### src/rtl/bgc_pkg.sv
// package for the bidirectional gate counter: constants, types and states
`default_nettype none
package bgc_pkg;

  localparam int GATES_DEF = 32;

  localparam int FACTOR_W = 4;
  localparam logic [FACTOR_W-1:0] FACTOR_RESET = 4'd4;

  localparam int CFG_AW = 3;
  localparam logic REG_FACTOR = 1'b0;

  localparam int IN_DW = 40;
  localparam int OUT_DW = 136;

  localparam int DIV_CW = 6;
  localparam logic [DIV_CW-1:0] DIV_STEPS_PASS = 6'd32;
  localparam logic [DIV_CW-1:0] DIV_STEPS_AVG = 6'd48;

  localparam logic [31:0] MAX32 = 32'hFFFF_FFFF;
  localparam logic [47:0] MAX48 = 48'hFFFF_FFFF_FFFF;

  typedef struct packed {
    logic              start;
    logic [DIV_CW-1:0] steps;
    logic [47:0]       dividend;
    logic [31:0]       divisor;
  } bgc_div_req_t;

  typedef struct packed {
    logic        en;
    logic        a_lat;
    logic        b_lat;
    logic [31:0] start;
  } bgc_store_wr_t;

  typedef enum logic [2:0] {
    ST_IDLE,
    ST_EVAL,
    ST_CMP,
    ST_DIV,
    ST_APPLY,
    ST_FINISH
  } bgc_state_t;

endpackage
`default_nettype wire

### src/rtl/bgc_div.sv
// shared restoring divider, one quotient bit per cycle
`default_nettype none
module bgc_div (
  input  wire logic                clk,
  input  wire logic                rst_n,
  input  wire bgc_pkg::bgc_div_req_t req_i,
  output logic                     done_o,
  output logic [47:0]              quot_o
);
  import bgc_pkg::*;

  logic              busy_r;
  logic              done_r;
  logic [DIV_CW-1:0] cnt_r;
  logic [47:0]       dvd_r;
  logic [31:0]       dvs_r;
  logic [31:0]       rem_r;
  logic [47:0]       q_r;

  logic [32:0] trial;
  logic        ge;
  logic [32:0] rem_nxt;

  always_comb begin
    trial   = {rem_r, dvd_r[47]};
    ge      = trial >= {1'b0, dvs_r};
    rem_nxt = ge ? (trial - {1'b0, dvs_r}) : trial;
  end

  always_ff @(posedge clk) begin
    if (!rst_n) begin
      busy_r <= 1'b0;
      done_r <= 1'b0;
      cnt_r  <= '0;
    end else begin
      done_r <= 1'b0;
      if (req_i.start) begin
        busy_r <= 1'b1;
        cnt_r  <= req_i.steps;
      end else if (busy_r) begin
        cnt_r <= cnt_r - 1'b1;
        if (cnt_r == DIV_CW'(1)) begin
          busy_r <= 1'b0;
          done_r <= 1'b1;
        end
      end
    end
  end

  always_ff @(posedge clk) begin
    if (req_i.start) begin
      dvd_r <= req_i.dividend;
      dvs_r <= req_i.divisor;
      rem_r <= '0;
      q_r   <= '0;
    end else if (busy_r) begin
      dvd_r <= {dvd_r[46:0], 1'b0};
      rem_r <= rem_nxt[31:0];
      q_r   <= {q_r[46:0], ge};
    end
  end

  assign done_o = done_r;
  assign quot_o = q_r;

endmodule
`default_nettype wire

### src/rtl/bgc_gate_store.sv
// per-gate beam latches and passage start time memory
`default_nettype none
module bgc_gate_store #(
  parameter int GATES = bgc_pkg::GATES_DEF,
  localparam int GW = (GATES > 1) ? $clog2(GATES) : 1
) (
  input  wire logic                  clk,
  input  wire logic                  rst_n,
  input  wire logic                  rd_en_i,
  input  wire logic [GW-1:0]         rd_addr_i,
  input  wire bgc_pkg::bgc_store_wr_t wr_i,
  input  wire logic [GW-1:0]         wr_addr_i,
  output logic                       a_lat_o,
  output logic                       b_lat_o,
  output logic [31:0]                start_o
);
  import bgc_pkg::*;

  logic [GATES-1:0] a_lat_r;
  logic [GATES-1:0] b_lat_r;
  logic [31:0]      start_mem [GATES];
  logic             a_q_r;
  logic             b_q_r;
  logic [31:0]      start_q_r;

  always_ff @(posedge clk) begin
    if (!rst_n) begin
      a_lat_r <= '0;
      b_lat_r <= '0;
    end else if (wr_i.en) begin
      a_lat_r[wr_addr_i] <= wr_i.a_lat;
      b_lat_r[wr_addr_i] <= wr_i.b_lat;
    end
  end

  always_ff @(posedge clk) begin
    if (wr_i.en) begin
      start_mem[wr_addr_i] <= wr_i.start;
    end
    if (rd_en_i) begin
      start_q_r <= start_mem[rd_addr_i];
      a_q_r     <= a_lat_r[rd_addr_i];
      b_q_r     <= b_lat_r[rd_addr_i];
    end
  end

  assign a_lat_o = a_q_r;
  assign b_lat_o = b_q_r;
  assign start_o = start_q_r;

endmodule
`default_nettype wire

### src/rtl/bidirectional_gate_counter_unit.sv
// top level of the bidirectional gate counter with sequencer and totals
// a sample completing no passage goes EVAL to FINISH; FINISH waits for a free output
// a passage runs EVAL, CMP, DIV, APPLY, FINISH; 32 divider steps if long, 48 if not
// one sample at a time: the next is accepted only after the last result is loaded
// the shared restoring divider produces one quotient bit per cycle
// synchronous active-low reset clears latches, totals and average; factor resets to 4
`default_nettype none
module bidirectional_gate_counter_unit #(
  parameter int GATES = bgc_pkg::GATES_DEF
) (
  input  wire logic                       clk,
  input  wire logic                       rst_n,
  input  wire logic                       in_tvalid,
  output logic                            in_tready,
  // gate_index[4:0], beam_a[5], beam_b[6], now_ms[38:7], zero [39]
  input  wire logic [bgc_pkg::IN_DW-1:0]  in_tdata,
  output logic                            out_tvalid,
  input  wire logic                       out_tready,
  // in_count[31:0], out_count[63:32], inside_count[95:64],
  // mean_duration[127:96], count_changed[128], zero [135:129]
  output logic [bgc_pkg::OUT_DW-1:0]      out_tdata,
  input  wire logic                       cfg_psel,
  input  wire logic                       cfg_penable,
  input  wire logic                       cfg_pwrite,
  input  wire logic [bgc_pkg::CFG_AW-1:0] cfg_paddr,
  input  wire logic [31:0]                cfg_pwdata,
  output logic [31:0]                     cfg_prdata,
  output logic                            cfg_pready
);
  import bgc_pkg::*;

  localparam int GW = (GATES > 1) ? $clog2(GATES) : 1;

  bgc_state_t state_r, state_nxt;

  logic [FACTOR_W-1:0] factor_r;

  logic [4:0]  gate_r;
  logic        a_r;
  logic        b_r;
  logic [31:0] now_r;
  logic        in_range_r;
  logic [31:0] dur_r, dur_nxt;
  logic        long_r;

  logic [31:0] in_tot_r, in_tot_nxt;
  logic [31:0] out_tot_r, out_tot_nxt;
  logic [31:0] single_r;
  logic [47:0] sum_r;
  logic [31:0] avg_r;
  logic [31:0] prev_r;

  logic              out_valid_r;
  logic [OUT_DW-1:0] out_data_r;

  logic          accept;
  logic          cfg_wr;
  logic          store_rd;
  bgc_store_wr_t store_wr;
  logic          st_a, st_b;
  logic [31:0]   st_start;
  bgc_div_req_t  div_req;
  logic          div_done;
  logic [47:0]   div_q;

  logic        la, lb, pass;
  logic [31:0] st_new;
  logic [35:0] limit;
  logic        is_long;
  logic [31:0] single_nxt;
  logic [48:0] sum_ext;
  logic [47:0] sum_nxt;
  logic [31:0] q_sat;
  logic [31:0] n_cnt;
  logic [32:0] add_ext;
  logic [31:0] add_sat;
  logic [31:0] in_fix;
  logic [31:0] inside_cnt;
  logic        out_free;
  logic        out_load;

  assign accept   = in_tvalid && in_tready;
  assign cfg_wr   = cfg_psel && cfg_penable && cfg_pwrite && cfg_pready;
  assign out_free = !out_valid_r || out_tready;

  // configuration port
  assign cfg_pready = 1'b1;
  assign cfg_prdata = (cfg_paddr[2] == REG_FACTOR) ? {28'd0, factor_r} : 32'd0;

  always_ff @(posedge clk) begin
    if (!rst_n) begin
      factor_r <= FACTOR_RESET;
    end else if (cfg_wr && (cfg_paddr[2] == REG_FACTOR)) begin
      factor_r <= cfg_pwdata[FACTOR_W-1:0];
    end
  end

  bgc_gate_store #(.GATES(GATES)) u_store (
    .clk       (clk),
    .rst_n     (rst_n),
    .rd_en_i   (store_rd),
    .rd_addr_i (GW'(in_tdata[4:0])),
    .wr_i      (store_wr),
    .wr_addr_i (GW'(gate_r)),
    .a_lat_o   (st_a),
    .b_lat_o   (st_b),
    .start_o   (st_start)
  );

  bgc_div u_div (
    .clk    (clk),
    .rst_n  (rst_n),
    .req_i  (div_req),
    .done_o (div_done),
    .quot_o (div_q)
  );

  // gate evaluation
  always_comb begin
    la     = st_a;
    lb     = st_b;
    st_new = st_start;
    if (!a_r && !b_r) begin
      la     = 1'b0;
      lb     = 1'b0;
      st_new = 32'd0;
    end
    if (a_r && !la) begin
      la     = 1'b1;
      st_new = now_r;
    end
    if (b_r && !lb) begin
      lb     = 1'b1;
      st_new = now_r;
    end
    pass    = la && lb && (a_r != b_r);
    dur_nxt = now_r - st_new;
  end

  // passage arithmetic
  always_comb begin
    limit      = 36'(factor_r) * 36'(avg_r);
    is_long    = (avg_r != 32'd0) && ({4'd0, dur_r} > limit);
    single_nxt = (single_r == MAX32) ? single_r : single_r + 32'd1;
    sum_ext    = {1'b0, sum_r} + {17'd0, dur_r};
    sum_nxt    = sum_ext[48] ? MAX48 : sum_ext[47:0];
    q_sat      = (div_q[47:32] != 16'd0) ? MAX32 : div_q[31:0];
    n_cnt      = long_r ? div_q[31:0] : 32'd1;
    add_ext    = a_r ? ({1'b0, out_tot_r} + {1'b0, n_cnt})
                     : ({1'b0, in_tot_r} + {1'b0, n_cnt});
    add_sat    = add_ext[32] ? MAX32 : add_ext[31:0];
    in_fix     = (out_tot_r > in_tot_r) ? out_tot_r : in_tot_r;
    inside_cnt = in_fix - out_tot_r;
  end

  // next state
  always_comb begin
    state_nxt = state_r;
    unique case (state_r)
      ST_IDLE:   if (in_tvalid) state_nxt = ST_EVAL;
      ST_EVAL:   state_nxt = (in_range_r && pass) ? ST_CMP : ST_FINISH;
      ST_CMP:    state_nxt = ST_DIV;
      ST_DIV:    if (div_done) state_nxt = ST_APPLY;
      ST_APPLY:  state_nxt = ST_FINISH;
      ST_FINISH: if (out_free) state_nxt = ST_IDLE;
      default:   state_nxt = ST_IDLE;
    endcase
  end

  // sequencer outputs
  always_comb begin
    in_tready        = 1'b0;
    store_rd         = 1'b0;
    store_wr.en      = 1'b0;
    store_wr.a_lat   = la && !pass;
    store_wr.b_lat   = lb && !pass;
    store_wr.start   = st_new;
    div_req.start    = 1'b0;
    div_req.steps    = is_long ? DIV_STEPS_PASS : DIV_STEPS_AVG;
    div_req.dividend = is_long ? {dur_r, 16'd0} : sum_nxt;
    div_req.divisor  = is_long ? avg_r : single_nxt;
    out_load         = 1'b0;
    unique case (state_r)
      ST_IDLE: begin
        in_tready = 1'b1;
        store_rd  = in_tvalid;
      end
      ST_EVAL:   store_wr.en = in_range_r;
      ST_CMP:    div_req.start = 1'b1;
      ST_DIV:    ;
      ST_APPLY:  ;
      ST_FINISH: out_load = out_free;
      default:   ;
    endcase
  end

  always_comb begin
    in_tot_nxt  = in_tot_r;
    out_tot_nxt = out_tot_r;
    if (state_r == ST_APPLY) begin
      if (a_r) out_tot_nxt = add_sat;
      else     in_tot_nxt  = add_sat;
    end else if (out_load) begin
      in_tot_nxt = in_fix;
    end
  end

  always_ff @(posedge clk) begin
    if (!rst_n) begin
      state_r     <= ST_IDLE;
      out_valid_r <= 1'b0;
      in_tot_r    <= '0;
      out_tot_r   <= '0;
      single_r    <= '0;
      sum_r       <= '0;
      avg_r       <= '0;
      prev_r      <= '0;
    end else begin
      state_r   <= state_nxt;
      in_tot_r  <= in_tot_nxt;
      out_tot_r <= out_tot_nxt;
      if (state_r == ST_CMP && !is_long) begin
        single_r <= single_nxt;
        sum_r    <= sum_nxt;
      end
      if (state_r == ST_APPLY && !long_r) begin
        avg_r <= q_sat;
      end
      if (out_load) begin
        out_valid_r <= 1'b1;
        prev_r      <= inside_cnt;
      end else if (out_tready) begin
        out_valid_r <= 1'b0;
      end
    end
  end

  always_ff @(posedge clk) begin
    if (accept) begin
      gate_r     <= in_tdata[4:0];
      a_r        <= in_tdata[5];
      b_r        <= in_tdata[6];
      now_r      <= in_tdata[38:7];
      in_range_r <= {27'd0, in_tdata[4:0]} < 32'(GATES);
    end
    if (state_r == ST_EVAL) begin
      dur_r <= dur_nxt;
    end
    if (state_r == ST_CMP) begin
      long_r <= is_long;
    end
    if (out_load) begin
      out_data_r <= {7'd0, (inside_cnt != prev_r), avg_r, inside_cnt, out_tot_r, in_fix};
    end
  end

  assign out_tvalid = out_valid_r;
  assign out_tdata  = out_data_r;

endmodule
`default_nettype wire

### config.mk
export PLATFORM = sky130hd
export DESIGN_NAME = bidirectional_gate_counter_unit
export DESIGN_NICKNAME = d
export VERILOG_FILES = /design/src/rtl/bgc_pkg.sv /design/src/rtl/bgc_div.sv /design/src/rtl/bgc_gate_store.sv /design/src/rtl/bidirectional_gate_counter_unit.sv
export SDC_FILE = /design/constraint.sdc
export NUM_CORES = 2
export LEC_CHECK = 0
export BUFFER_PORTS_ARGS = -buffer_cell sky130_fd_sc_hd__buf_2
export CAP_MARGIN = 40
export CELL_PAD_IN_SITES_DETAIL_PLACEMENT = 2
export CELL_PAD_IN_SITES_GLOBAL_PLACEMENT = 2
export CORE_UTILIZATION = 48
export CTS_CLUSTER_DIAMETER = 50
export DETAILED_ROUTE_END_ITERATION = 8
export HOLD_SLACK_MARGIN = 0.15
export PLACE_DENSITY = 0.83
export SYNTH_ARGS = -nofsm -noshare
export SYNTH_HDL_FRONTEND = slang
export SYNTH_SLANG_ARGS = --single-unit
### constraint.sdc
create_clock -name clk -period 13.4 [get_ports clk]
set_input_delay 1.34 -clock clk [delete_from_list [all_inputs] [get_ports clk]]
set_output_delay 1.34 -clock clk [all_outputs]
set_load 0.05 [all_outputs]
=== After elaboration in Yosys (flattened, before gate mapping) ===
Memory sizes are Yosys's and may differ from the RTL's. A register that Yosys moved wholly into a read port is not among the register bits.
Cells that the tools add are included.

* Register bits: 651
* Latch bits: 0
* Memory bits (writable): 1,024
* ROM bits: 0
* Input port bits: 82
* Output and inout port bits: 171
* Logic and storage cells: 145
* Memories: 1

{| class="wikitable"
|+ Memory list
! name !! depth !! width !! read ports !! clocked after Yosys merged registers in !! write ports !! line !! text
|-
| u_store.start_mem || 32 || 32 || 1 || 1 || 1 || bgc_gate_store.sv:21 || <nowiki>logic [31:0] start_mem [GATES];</nowiki>
|}

* $add $sub $neg: 8
* Multiply operators: 1
* Div/mod/pow operators: 0
* $lt $le $gt $ge: 6
* Equal/unequal tests: 13
* Shift-type cells: 0
* Multiplexer cells: 52
* Bitwise logic cells: 3
* Reduce and logical (&&, ||, !) cells: 34

{| class="wikitable"
|+ Operators by type and width
! operator !! number
|-
| two-way mux 32 bit || 13
|-
| two-way mux 48 bit || 4
|-
| subtractor 32 bit || 3
|-
| adder 32 x 32 -> 33 bit || 2
|-
| bitwise mux 32 bit || 2
|-
| adder 48 x 32 -> 49 bit || 1
|-
| greater-than comparator 32 x 36 -> 1 bit || 1
|-
| multiplier 4 x 32 -> 36 bit || 1
|-
| greater-or-equal comparator 33 x 32 -> 1 bit || 1
|-
| two-way mux 33 bit || 1
|-
| adder 32 x 1 -> 32 bit, second input constant || 1
|-
| equality test 32 bit, second input constant || 1
|-
| greater-than comparator 32 bit || 1
|-
| != test 32 bit || 1
|-
| nonzero test 32 bit || 1
|-
| two-way mux 1 bit || 20
|-
| one-hot mux 3 bit (6 select lines) || 1
|-
| nonzero test 16 bit || 1
|-
| logical AND 1 bit || 15
|-
| < comparator 5 x 6 -> 1 bit, second input constant || 2
|-
| two-way mux 3 bit || 4
|-
| two-way mux 6 bit || 2
|-
| binary-select mux 1 bit (select 5 bit) || 2
|-
| logical NOT 1 bit || 8
|-
| 19 further kinds || 28
|}

=== Logic depth before layout (Yosys ltp) ===
* Depth in word-level cells: 11
* Mapped depth: 32
* Gate-level depth less buffers: 28

=== Modules after synthesis ===
Synthesis repeated with hierarchy kept, for this count alone.

* Cell total of the unflattened synthesis: 7,011
* Area, all modules: 83,254.8 um2

{| class="wikitable"
|+ Modules (own cells, without submodules)
! module !! times used !! cells an instance !! area each (um2) !! seq. area each (um2)
|-
| bgc_gate_store || 1 || 2,625 || 44,023.5 || 33,051.7
|-
| bidirectional_gate_counter_unit || 1 || 3,575 || 30,808.3 || 10,359.9
|-
| bgc_div || 1 || 811 || 8,423.1 || 4,164.0
|}

=== Worst setup path before layout ===
No wires, ideal clock.

* Path type: reg2reg
* Start point: register factor_r[3]
* End point: register u_div.dvd_r[30] (data pin)
* Setup time: 0.267 ns
* Arrival time: 6.098 ns
* Required time: 13.133 ns
* Slack: 7.035 ns
* Stages on the path, launching flop included: 29
* Buffers on the path: 3
* Period minus slack after synthesis: 6.365 ns
* Path through: dfxtp_1 > clkbuf_1 > and2_1 > fa_1 > inv_1 > fa_1 > inv_1 > ha_1 > nor2b_1 > o31a_1 > o2111ai_1 > a21o_1 > nand2_1 > a21oi_1 > nand2_1 > xnor2_1 > ha_1 > nand3_1 > or3_1 > nor4_1 > o21ai_0 > o2111ai_1 > a221o_1 > nand4_1 > nor3_1 > clkbuf_1 > clkbuf_1 > mux2i_1 > o21ai_0

* Longest elaborated chain between the ends: 5

{| class="wikitable"
|+ RTL lines
! element !! line !! text
|-
| start: declaration || bidirectional_gate_counter_unit.sv:36 || <nowiki>logic [FACTOR_W-1:0] factor_r;</nowiki>
|-
| start signal: assignment || bidirectional_gate_counter_unit.sv:94 || <nowiki>factor_r <= cfg_pwdata[FACTOR_W-1:0];</nowiki>
|-
| multiplier 4 x 32 -> 36 bit || bidirectional_gate_counter_unit.sv:142 || <nowiki>limit = 36'(factor_r) * 36'(avg_r);</nowiki>
|-
| greater-than comparator 32 x 36 -> 1 bit || bidirectional_gate_counter_unit.sv:143 || <nowiki>is_long = (avg_r != 32'd0) && ({4'd0, dur_r} > limit);</nowiki>
|-
| logical AND 1 bit || bidirectional_gate_counter_unit.sv:143 ||
|-
| two-way mux 48 bit || bidirectional_gate_counter_unit.sv:180 || <nowiki>div_req.dividend = is_long ? {dur_r, 16'd0} : sum_nxt;</nowiki>
|-
| two-way mux 48 bit || bgc_div.sv:51 || <nowiki>if (req_i.start) begin</nowiki>
|-
| end signal: assignment || bgc_div.sv:52 || <nowiki>dvd_r <= req_i.dividend;</nowiki>
|-
| end signal: assignment || bgc_div.sv:57 || <nowiki>dvd_r <= {dvd_r[46:0], 1'b0};</nowiki>
|-
| end: declaration || bgc_div.sv:15 || <nowiki>logic [47:0] dvd_r;</nowiki>
|}

No other way between the ends.
A chain may end at the register's enable or synchronous reset.

=== Worst setup path after layout ===
* Start point: register factor_r[2]
* End point: register single_r[0]

* Longest elaborated chain between the ends: 5

{| class="wikitable"
|+ RTL lines
! element !! line !! text
|-
| multiplier 4 x 32 -> 36 bit || bidirectional_gate_counter_unit.sv:142 ||
|-
| greater-than comparator 32 x 36 -> 1 bit || bidirectional_gate_counter_unit.sv:143 ||
|-
| logical AND 1 bit || bidirectional_gate_counter_unit.sv:143 ||
|-
| logical NOT 1 bit || bidirectional_gate_counter_unit.sv:222 || <nowiki>if (state_r == ST_CMP && !is_long) begin</nowiki>
|-
| logical AND 1 bit || bidirectional_gate_counter_unit.sv:222 ||
|-
| end signal: assignment || bidirectional_gate_counter_unit.sv:223 || <nowiki>single_r <= single_nxt;</nowiki>
|-
| end: declaration || bidirectional_gate_counter_unit.sv:48 || <nowiki>logic [31:0] single_r;</nowiki>
|}

No other way between the ends.

==> flow_metrics.env <==
export IMPL_ant_nets=0
export IMPL_hp_start="in_tot_r[15]$_SDFFE_PN0P_"
export IMPL_synth_seq_cells=1707
export IMPL_crit_type="flip-flop to flip-flop"
export IMPL_yosys_area_top_type="edfxtp_1"
export IMPL_synth_top_family_by_area="multiplexers"
export IMPL_grt_pass1_wl_um=446000
export IMPL_crit_required_ps=14110
export IMPL_rrSetupSlack_ps=4960
export IMPL_numCtsBuffers=197
export IMPL_muxShareOfSynthArea_pct=11.4
export IMPL_drive_gt1_share_pct=17.3
export IMPL_stdcell_area_mm2=0.0916
export IMPL_cts_max_path_buffers=3
export IMPL_die_area_mm2=0.170
export IMPL_yosysUniqueCellTypes=90
export IMPL_async_reset_ff_share_pct=0
export IMPL_synth_main_ff_cell="edfxtp_1"
export IMPL_reg2reg_depth=29
export IMPL_grt_ovfl_total=0
export IMPL_clk_latency_ps=930
export IMPL_std_cell_rows=150
export IMPL_cts_htree_levels=4
export IMPL_cts_root_buf="clkbuf_16"
export IMPL_r2r_start="factor_r[2]$_SDFFE_PN1P_"
export IMPL_io_pins=253
export IMPL_most_common_layout_cells="edfxtp_1, nand2_1, a21oi_1, o21ai_0, dfxtp_1"
export IMPL_cts_sinks=1707
export IMPL_multiInputGateArea_mm2=0.0309
export IMPL_maxSlewHeadroom_pct=28.0
export IMPL_critPathMaxFanout=72
export IMPL_irDropWorstVdd_mv=0.180
export IMPL_grt_antenna_before_repair=13
export IMPL_yosysWarningCount=0
export IMPL_synth_area_leaders="edfxtp_1, mux4_2, dfxtp_1"
export IMPL_die_width_um=412
export IMPL_area_growth_syn_to_layout_pct=13.7
export IMPL_rsz0062_at_grt="false"
export IMPL_fin_crit_ps=8440
export IMPL_period_share_pct=63.0
export IMPL_hold_end="in_tot_r[15]$_SDFFE_PN0P_"
export IMPL_endpoint_kind="flip-flop"
export IMPL_fin_tns_setup_ps=0
export IMPL_dp_hpwl_um=185000
export IMPL_synthAdderAreaFrac_pct=5.74
export IMPL_synth_top_cell_area_share_pct=49.9
export IMPL_syn_area_mm2=0.0806
export IMPL_p_per_area_mw_per_mm2=217
export IMPL_yosys_area_share_xor_xnor_pct=2.86
export IMPL_drc_errors=0
export IMPL_place_congestion=0.838
export IMPL_synth_edff_count=1339
export IMPL_worstHoldPathCells=1
export IMPL_synth_cells=6117
export IMPL_vias_per_cell=6.72
export IMPL_clkSlewWorstSetupHoldPaths_ps=60
export IMPL_setup_viol=0
export IMPL_io_buffers=185
export IMPL_final_common_cell="edfxtp_1"
export IMPL_maxSlewViolCount=0
export IMPL_maxCapViolations=0
export IMPL_worstMarginPinSlew_ps=1080
export IMPL_crit_path_frequent_cell="buf_4"
export IMPL_hp_class="flip-flop to flip-flop"
export IMPL_grt_max_degree=121
export IMPL_wl_per_cell_um=37.6
export IMPL_synth_avg_cell_area_um2=13.2
export IMPL_post_cts_buffers=0
export IMPL_synth_compound_area_share_pct=9.57
export IMPL_synthSimpleGateAreaFrac_pct=8.19
export IMPL_arrival_ps=9140
export IMPL_cp_slowest_stage_delay_ps=700
export IMPL_hold_buffers=0
export IMPL_finClkSkew_ps=111
export IMPL_reg2reg_to="single_r[0]$_SDFFE_PN0P_"
export IMPL_max_freq_mhz=119
export IMPL_initial_utilization_pct=48.3
export IMPL_fillers=15100
export IMPL_seqCellArea_mm2=0.0476
export IMPL_drt_iter0_drc=6740
export IMPL_via_count=58600
export IMPL_start_kind="flip-flop"
export IMPL_status="completed"
export IMPL_routed_wirelength_um=328000
export IMPL_whs_ps=460
export IMPL_drt_pass1_iterations=6
export IMPL_grtUsageTotal_pct=36.5
export IMPL_p_leak_nw=33.2
export IMPL_placedInstanceArea_mm2=0.0845
export IMPL_cts_tree="yes"
export IMPL_post_cts_resized=0
export IMPL_yosysSeqAreaShare_pct=59.0
export IMPL_crit_slowest_cell="nor4_1"
export IMPL_die_h_um=412
export IMPL_layout_nets=6754
export IMPL_hold_violations=0
export IMPL_grt_pass1_vias=61400
export IMPL_coreArea_mm2=0.167
[report_power, final]
part / internal [mW] / switching (mW) / total (mW)
registers: 6.74 / 0.464 / 7.21
clock network: 3.04 / 2.69 / 5.73
logic: 2.21 / 4.76 / 6.96
[metrics by stage]
stage	setup WS, ps	std cells	power (mW)	utilization (%)
6_report	4960	8723	19.9	54.9
5_1_grt	4330	8717	20.5	54.9
4_1_cts	4860	8690	19.5	54.4
3_5_place_dp	4940	8320	13.6	50.6
3_3_place_gp	5100	8305	13.0	50.4
2_1_floorplan	7040	6151	11.3	-
[layer usage]
layer  vias to the layer above  part of all wire (%)  track usage [%]
met2                      3807                    49             62.4
met4                        10                   6.7             20.8
met5                         -                 0.017                0
li1                      23300                     -                -
met1                     30300                    35             43.4
met3                      1178                   8.6             6.50
[sequential cells by signal, indices dropped and copies added, names as in the netlist, 48 cells and up]
signal / count
out_tdata: 129
sum_r: 48
u_div.dvd_r: 48
u_div.quot_o: 48
u_store.start_mem: 1024
[how the worst max path moves through the flow]
| stage | end | cells past startpoint | startpoint | slack [ps] |
|---|---|---|---|---|
| 2_1_floorplan | u_div.dvd_r[30]$_DFFE_PP_ | 28 | factor_r[3]$_SDFFE_PN0P_ | 7040 |
| 3_3_place_gp | u_div.dvs_r[5]$_DFFE_PP_ | 27 | factor_r[3]$_SDFFE_PN0P_ | 5100 |
| 3_5_place_dp | single_r[0]$_SDFFE_PN0P_ | 29 | factor_r[3]$_SDFFE_PN0P_ | 4940 |
| 4_1_cts | single_r[0]$_SDFFE_PN0P_ | 29 | factor_r[3]$_SDFFE_PN0P_ | 4860 |
| 5_1_grt | single_r[0]$_SDFFE_PN0P_ | 29 | factor_r[2]$_SDFFE_PN1P_ | 4330 |
| 6_report | single_r[0]$_SDFFE_PN0P_ | 29 | factor_r[2]$_SDFFE_PN1P_ | 4960 |
[cells by family (layout without fill, tap and decap cells)]
logic type	count (synthesis)	after routing
flip-flops	1707	1707
adder cells (fa/ha/maj)	331	331
other	2	43
AO/OA/AOI/OAI	1253	1253
multiplexers	487	487
AND/OR/NAND/NOR	1428	1428
XOR/XNOR	252	252
buffers and inverters	657	1018
[Yosys cell counts (8+ instances only)]
| master | n |
|---|---|
| xnor2_1 | 148 |
| nand2_1 | 530 |
| o31a_1 | 9 |
| a221o_1 | 9 |
| and2_1 | 122 |
| mux4_2 | 340 |
| fa_1 | 65 |
| or2_2 | 12 |
| ha_1 | 266 |
| a2111oi_0 | 11 |
| inv_1 | 319 |
| buf_1 | 29 |
| nor2b_1 | 31 |
| a21oi_1 | 421 |
| or3_1 | 23 |
| a211oi_1 | 44 |
| nand2b_1 | 42 |
| nor4_1 | 26 |
| a21boi_0 | 8 |
| nand3_1 | 81 |
| a31oi_1 | 18 |
| buf_4 | 36 |
| o21a_1 | 57 |
| mux2i_1 | 108 |
| o31ai_1 | 9 |
| o221ai_1 | 26 |
| xor2_1 | 97 |
| a21o_1 | 111 |
| nand3b_1 | 13 |
| o221a_2 | 32 |
| and4_1 | 8 |
| and3_1 | 40 |
| o21ai_0 | 374 |
| nor2_1 | 364 |
| mux2_2 | 39 |
| dfxtp_1 | 368 |
| o21bai_1 | 20 |
| a311oi_1 | 16 |
| nor3_1 | 68 |
| o211ai_1 | 16 |
| clkbuf_1 | 265 |
| nand4_1 | 41 |
| o22ai_1 | 10 |
| edfxtp_1 | 1339 |
[worst max-delay path: cells and delay by family (launching register included)]
family | cells | cell delay, ps
adder cells (fa/ha/maj) | 4 | 1690
flip-flops | 1 | 300
AO/OA/AOI/OAI | 7 | 1690
AND/OR/NAND/NOR | 11 | 2510
buffers and inverters | 5 | 1600
XOR/XNOR | 2 | 370
[cell type report]
cell class | instances | area share, %
inverters | 322 | 1.33
repair buffers | 326 | 2.93
clock inverters | 116 | 1.30
multi-input cells | 3787 | 33.7
diodes | 7 | 0.0191
flip-flops and latches | 1707 | 51.9
well taps | 2204 | 3.01
clock buffers | 254 | 5.77
No activity file was read; power rests on OpenSTA's default activity.
